### src/hw/rtl/ple_pkg.sv
// Shared types and constants for the positional list engine.
// Holds command and status codes, the chain control word and the FSM states.
// No dependencies.
package ple_pkg;

    localparam int LEN_W  = 7;   // width of position and length fields
    localparam int DATA_W = 32;  // width of one list element

    typedef enum logic [3:0] {
        CMD_INS_FRONT = 4'd0,
        CMD_INS_END   = 4'd1,
        CMD_INS_POS   = 4'd2,
        CMD_COUNT     = 4'd3,
        CMD_DEL_FRONT = 4'd4,
        CMD_DEL_END   = 4'd5,
        CMD_DEL_POS   = 4'd6,
        CMD_SHOW_FWD  = 4'd7,
        CMD_SHOW_REV  = 4'd8
    } cmd_t;

    typedef enum logic [1:0] {
        STS_OK     = 2'd0,
        STS_EMPTY  = 2'd1,
        STS_BADPOS = 2'd2,
        STS_FULL   = 2'd3
    } status_t;

    // Move broadcast to every cell of the chain at once.
    typedef enum logic [2:0] {
        CH_HOLD,
        CH_INSERT,
        CH_DELETE,
        CH_ROT_L,
        CH_ROT_R
    } chain_op_t;

    typedef struct packed {
        chain_op_t          op;
        logic [LEN_W-1:0]   pos;    // insert or delete target
        logic [LEN_W-1:0]   count;  // current list length
        logic [DATA_W-1:0]  data;   // insert value or rotation feed
    } chain_ctl_t;

    typedef enum logic {
        ST_IDLE,
        ST_SHOW
    } state_t;

endpackage

### src/hw/rtl/ple_cell.sv
// One storage cell of the list chain: holds a single element.
// Moves its value to or from its neighbors as the broadcast control word says.
// Depends on ple_pkg.
module ple_cell
    import ple_pkg::*;
#(
    parameter int IDX = 0
)
(
    input  logic              clk,
    input  chain_ctl_t        ctl,
    input  logic [LEN_W-1:0]  sel,
    input  logic [DATA_W-1:0] left_val,
    input  logic [DATA_W-1:0] right_val,
    output logic [DATA_W-1:0] val,
    output logic [DATA_W-1:0] tap
);

    localparam logic [LEN_W-1:0] MY_IDX = LEN_W'(IDX);

    logic [DATA_W-1:0] val_reg;
    logic [DATA_W-1:0] val_next;
    logic [LEN_W-1:0]  last_idx;

    assign last_idx = ctl.count - LEN_W'(1);

    always_comb
    begin
        val_next = val_reg;
        case (ctl.op)
            CH_INSERT:
            begin
                // open a gap at pos: cells behind it take from the left
                if (MY_IDX == ctl.pos)
                    val_next = ctl.data;
                else if (MY_IDX > ctl.pos && MY_IDX <= ctl.count)
                    val_next = left_val;
            end
            CH_DELETE:
            begin
                // close the gap at pos: cells from pos on take from the right
                if (MY_IDX >= ctl.pos && MY_IDX < last_idx)
                    val_next = right_val;
            end
            CH_ROT_L:
            begin
                if (MY_IDX == last_idx)
                    val_next = ctl.data;
                else if (MY_IDX < last_idx)
                    val_next = right_val;
            end
            CH_ROT_R:
            begin
                if (MY_IDX == '0)
                    val_next = ctl.data;
                else if (MY_IDX < ctl.count)
                    val_next = left_val;
            end
            default:
            begin
                val_next = val_reg;
            end
        endcase
    end

    always_ff @(posedge clk)
    begin
        val_reg <= val_next;
    end

    assign val = val_reg;
    assign tap = (MY_IDX == sel) ? val_reg : '0;

endmodule

### config.mk
export PLATFORM = sky130hd
export DESIGN_NAME = ple_cell
export DESIGN_NICKNAME = d
export VERILOG_FILES = /design/src/hw/rtl/ple_pkg.sv /design/src/hw/rtl/ple_cell.sv
export SDC_FILE = /design/constraint.sdc
export NUM_CORES = 1
export LEC_CHECK = 0
export BUFFER_PORTS_ARGS = -buffer_cell sky130_fd_sc_hd__buf_2
export CORE_MARGIN = 4
export CORE_UTILIZATION = 40
export CTS_CLUSTER_SIZE = 10
export DETAILED_ROUTE_END_ITERATION = 16
export PLACE_DENSITY = 0.91
export SETUP_SLACK_MARGIN = 0.3
export SYNTH_ARGS = -nofsm -noshare
export SYNTH_HDL_FRONTEND = slang
export SYNTH_SLANG_ARGS = --single-unit
### constraint.sdc
create_clock -name clk -period 2.92 [get_ports clk]
set_clock_uncertainty 0.15 [all_clocks]
set_input_delay 0.438 -clock clk [delete_from_list [all_inputs] [get_ports clk]]
set_output_delay 0.438 -clock clk [all_outputs]
set_load 0.02 [all_outputs]
Word-level counts from Yosys, hierarchy flattened
Cells that the tools add are included.
{ "totals": {"reg_bits": 32, "input_bits": 121, "output_inout_bits": 64} }
{ "classes": {"n_addsub": 1, "order_cmp": 4, "n_eq_ne": 7, "mux": 7, "reduce_logical": 7} }
{ "op_table": {"columns": ["cell", "n"], "rows": [
  ["$mux W32", 6],
  ["$pmux W32 S4", 1],
  ["$logic_not A7 Y1", 3],
  ["$ge A1 B7 Y1 const A", 1],
  ["$gt A1 B7 Y1 const A", 1],
  ["$le A1 B7 Y1 const A", 1],
  ["$lt A1 B7 Y1 const A", 1],
  ["$sub A7 B1 Y7 const B", 1],
  ["$eq A3 B2 Y1 const B", 2],
  ["$ne A3 B3 Y1 const B", 2],
  ["$reduce_and A4 Y1", 1],
  ["$reduce_bool A4 Y1", 1],
  ["$eq A3 B1 Y1 const B", 1],
  ["$eq A3 B3 Y1 const B", 1],
  ["$logic_and A1 B1 Y1", 2],
  ["$ne A2 B2 Y1 const B", 1]
]} }

Depth between registers and ports, before layout
{ "depth": {"depth_word": 5, "mapped_depth": 9} }

Worst setup path after synthesis
Ideal clock, no wire load.
{ "synth_timing": {"path_type": "input to register", "from": "input port ctl[40] (netlist bit)", "to": "register val_reg[0], in the netlist val[0] (enable)", "setup_ps": 394, "arrival_time_ps": 2232, "setup_slack_ps": 144, "stages": 7, "n_path_buf": 2, "path_cell_list": "nor4_1 and2_1 buf_2 buf_4 nand2_1 a21oi_1 o32a_1"} }
{ "synth_between": {"elab_chain_cells": 4, "word_cells_on_any_way": 8, "classes_between": "2 x order compare; 2 x eq/ne; 4 x reduce/logical"} }
{ "synth_lines": {"columns": ["item", "line", "rtl"], "rows": [
  ["start, declared", "ple_cell.sv:11", "input chain_ctl_t ctl,"],
  ["$gt A1 B7 Y1 / $ge A1 B7 Y1 (equally long branches)", "ple_cell.sv:36, ple_cell.sv:42", null],
  ["$logic_and A1 B1 Y1, on equally long branches", "ple_cell.sv:36, ple_cell.sv:42", null],
  ["$ne A3 B3 Y1 (no source line) / $ne A2 B2 Y1 (equally long branches)", null, null],
  ["$reduce_and A4 Y1 (no source line) *", null, null],
  ["end signal, assigned", "ple_cell.sv:68", "val_reg <= val_next;"],
  ["end, declared", "ple_cell.sv:21", "logic [DATA_W-1:0] val_reg;"]
]} }
Every way passes the cells marked *; elsewhere a longest branch is shown, timed or not.
A chain may end at the register's enable or synchronous reset.

Worst setup path after layout
{ "layout_timing": {"from": "input port ctl[33] (netlist bit)", "to": "register val_reg[3], in the netlist val[3] (enable)"} }
{ "layout_between": {"elab_chain_cells": 5, "word_cells_on_any_way": 10, "classes_between": "1 x add/sub; 2 x order compare; 3 x eq/ne; 4 x reduce/logical"} }
{ "layout_lines": {"columns": ["item", "line", "rtl"], "rows": [
  ["$sub A7 B1 Y7", "ple_cell.sv:25", "assign last_idx = ctl.count - LEN_W'(1);"],
  ["$lt A1 B7 Y1", "ple_cell.sv:42, ple_cell.sv:49", null],
  ["$logic_and A1 B1 Y1", "ple_cell.sv:42", "if (MY_IDX >= ctl.pos && MY_IDX < last_idx)"],
  ["$ne A2 B2 Y1 (no source line)", null, null],
  ["$reduce_and A4 Y1 (no source line) *", null, null]
]} }
Marks and branches as above.

==> metrics.csv <==
stage,metric,value,unit
critical_path,critical path's top delay family,compound AO/OA/AOI/OAI gates,
placement,pre-CTS setup slack,0.0230,ns
critical_path,crit path launch type,input port,
synthesis,Yosys top cell by area,edfxtp_1,
die,initial core utilization,41.1,%
cts,"Reg clk slew, reported paths",0.07,ns
synthesis,Area contributors post-synth,"edfxtp_1, nand2_1, a221oi_1",
timing,RSZ-0062 raised after global routing,true,
die,Die Y,94.1,µm
critical_path,Worst EP required,2.70,ns
global_route,antenna violations before repair,0,
timing,Tcrit/Tclk final,88.9,%
global_route,first-pass GRT wire length,16.2,mm
synthesis,Post-Synth Simple-Gate Area,37.9,%
synthesis,Post-synth EDFFs,32,
drt,Post-Route WL,10.9,mm
timing,final hold vios,0,
final_layout,Register Area,961,µm²
placement,IO Port Bufs,184,
global_route,grt ovf,0,
final_layout,ratio of cells with drive above 1 in the final layout,40.6,%
run_status,status,completed,
synthesis,ys async rst share,0,%
critical_path,worst-path maximum fanout,32,
critical_path,slowest cell delay on critical path,0.72,ns
synthesis,number of synthesized register bits,32,
cts,CTS Buf Count,5,
drt,antenna violation net count after detailed routing,0,
power_and_ir_drop,pwr/cell area,337,nW/µm²
timing,relative slew slack,44.8,%
cts,H-Tree Depth,2,
drt,DRC Markers,0,
drt,iteration-0 DRC count of the detailed router,269,
synthesis,"Seq/Total Area, Yosys",32.4,%
timing,clock period minus worst slack,2.60,ns
synthesis,syn_nets,485,
die,Core Box Area,7210,µm²
final_layout,synthesis-to-finish area growth,33.7,%
synthesis,most common cell in the netlist,nand2_1,
cts,Root Driver,clkbuf_8,
critical_path,Setup CP Type,in -> reg,
die,I/O Pins,185,
hold_path,worst min path class,in -> reg,
critical_path,slowest CP cell,o32a_2,
die,die footprint,8850,µm²
synthesis,Post-Synth XOR/XNOR Area,0,%
timing,post-route setup TNS,0,ns
cts,CTS tree,yes,
synthesis,adder-cell share of the synthesized area,0.844,%
synthesis,average cell area after synthesis,8.19,µm²
drt,Routed WL per cell,17.2,µm
critical_path,CP Cell Sequence,buf_2 > inv_1 > ha_1 > nor4b_2 > o22a_2 > nand2_1 > o32a_2,
synthesis,yosys warns,0,
synthesis,mux contribution to synthesized area,0,%
synthesis,Post-Syn Area,2970,µm²
power_and_ir_drop,"IR drop worst, VDD",178,µV
cts,clock buffer depth,2,
synthesis,largest family of logic cells by synthesized area,simple AND/OR/NAND/NOR gates,
global_route,vias in the first global route,3578,
synthesis,dominant synthesized flop cell,edfxtp_1,
synthesis,Post-Synthesis Cells,362,
drt,DR vias/cell,5.77,
timing,Final Hold Slack,0.379,ns
synthesis,area share of the largest cell type after synthesis,32.4,%
final_layout,final-layout fill cell count,681,
drt,total number of vias,3647,
timing,FMAX,0.385,GHz
timing,actual slew at the worst max-slew pin,0.829,ns
drt,DR pass1 iterations,5,
timing,Max Slew Vio Count,0,
placement,GP Congestion,0.855,
final_layout,multi-input logic area,1780,µm²
final_layout,final core occ,55.0,%
power_and_ir_drop,Final Power,1330,µW
critical_path,Arrival @ worst endpoint,2.37,ns
placement,dpl hpwl,7.76,mm
cts,clk sinks,32,
timing,setup ws final,0.323,ns
run,number of max-cap violations,0,
critical_path,CP Capture Type,flop,
die,die width,94.1,µm
synthesis,synth cell count leaders,"nand2_1, and2_1, nand3_1",
die,Rows,31,
global_route,total global-route track usage,22.7,%
final_layout,max FFs per register,32,
synthesis,Synth cell types,39,
critical_path,CP bufs+invs,2,
final_layout,layout net count,655,
power_and_ir_drop,Lkg Pwr,0.00184,µW
global_route,largest net degree at the start of global routing,43,
timing,Final setup viols,0,
synthesis,Synth Area in Compound Gates,19.7,%
## cell families after synthesis
family                   after synthesis
AND/OR/NAND/NOR                      217
AO/OA/AOI/OAI                         76
buffers and inverters                 35
flip-flops                            32
adder cells (fa/ha/maj)                2
## final cells by class
type,instances,share of cell area [%]
multi-input combinational,296,44.8
timing repair buffer,195,25.6
clock buffer,6,1.83
tap,99,3.12
sequential,32,24.2
antenna,1,0.0631
clock inverter,1,0.126
inverter,2,0.189
## routing by layer
| layer | global-route usage, % | vias to the layer above | share of wire, % |
|---|---|---|---|
| met3 | 3.29 | 20 | 9.0 |
| met5 | 0 | - | 0 |
| met2 | 40.7 | 242 | 51 |
| met1 | 27.3 | 1693 | 38 |
| li1 | - | 1692 | - |
| met4 | 8.06 | 0 | 1.4 |
## placed cells by master, fill, tap and decap left out, types with 2 or more instances in the layout
cell	Yosys	final
clkbuf_8	0	5
a221oi_1	32	32
edfxtp_1	32	32
nand2_1	100	100
inv_1	2	2
and3_1	32	32
a31oi_1	32	32
ha_1	2	2
a21oi_1	2	2
nand3_1	33	33
buf_2	4	184
o21ai_1	1	2
nor3_1	3	3
and2_1	33	33
buf_4	6	10
nor2_1	3	2
a21boi_4	1	2
## per-stage QoR
step	instances	cell area [µm²]
2_1_floorplan	362	2970
5_1_grt	631	3960
4_1_cts	630	3940
3_3_place_gp	623	3870
3_5_place_dp	623	3870
6_report	632	3970
## power breakdown
| part | switching [µW] | leakage (µW) | total (µW) | internal [µW] |
|---|---|---|---|---|
| Clock | 165 | 0.0000410 | 327 | 162 |
| Sequential | 23.4 | 0.000300 | 591 | 567 |
| Combinational | 245 | 0.00150 | 417 | 173 |
## tightest hold or removal path, delay by kind of cell
family | cells | cell delay, ns
buffers and inverters | 1 | 0.10
AOI/OAI and AO/OA | 1 | 0.11
and+or+nand+nor | 1 | 0.05
## final timing paths
path	startpoint	end	slack [ns]	cells past startpoint
hold / removal	ctl[5]	val[5]	0.38	3
setup / recovery	ctl[33]	val[3]	0.32	7
## timing repair
item                       4_1_cts  5_1_grt
setup endpoints to repair        0       32
resized for setup                0        2
setup buffers                    0        0
hold buffers                     0        0
No activity file was read; power rests on OpenSTA's default activity.
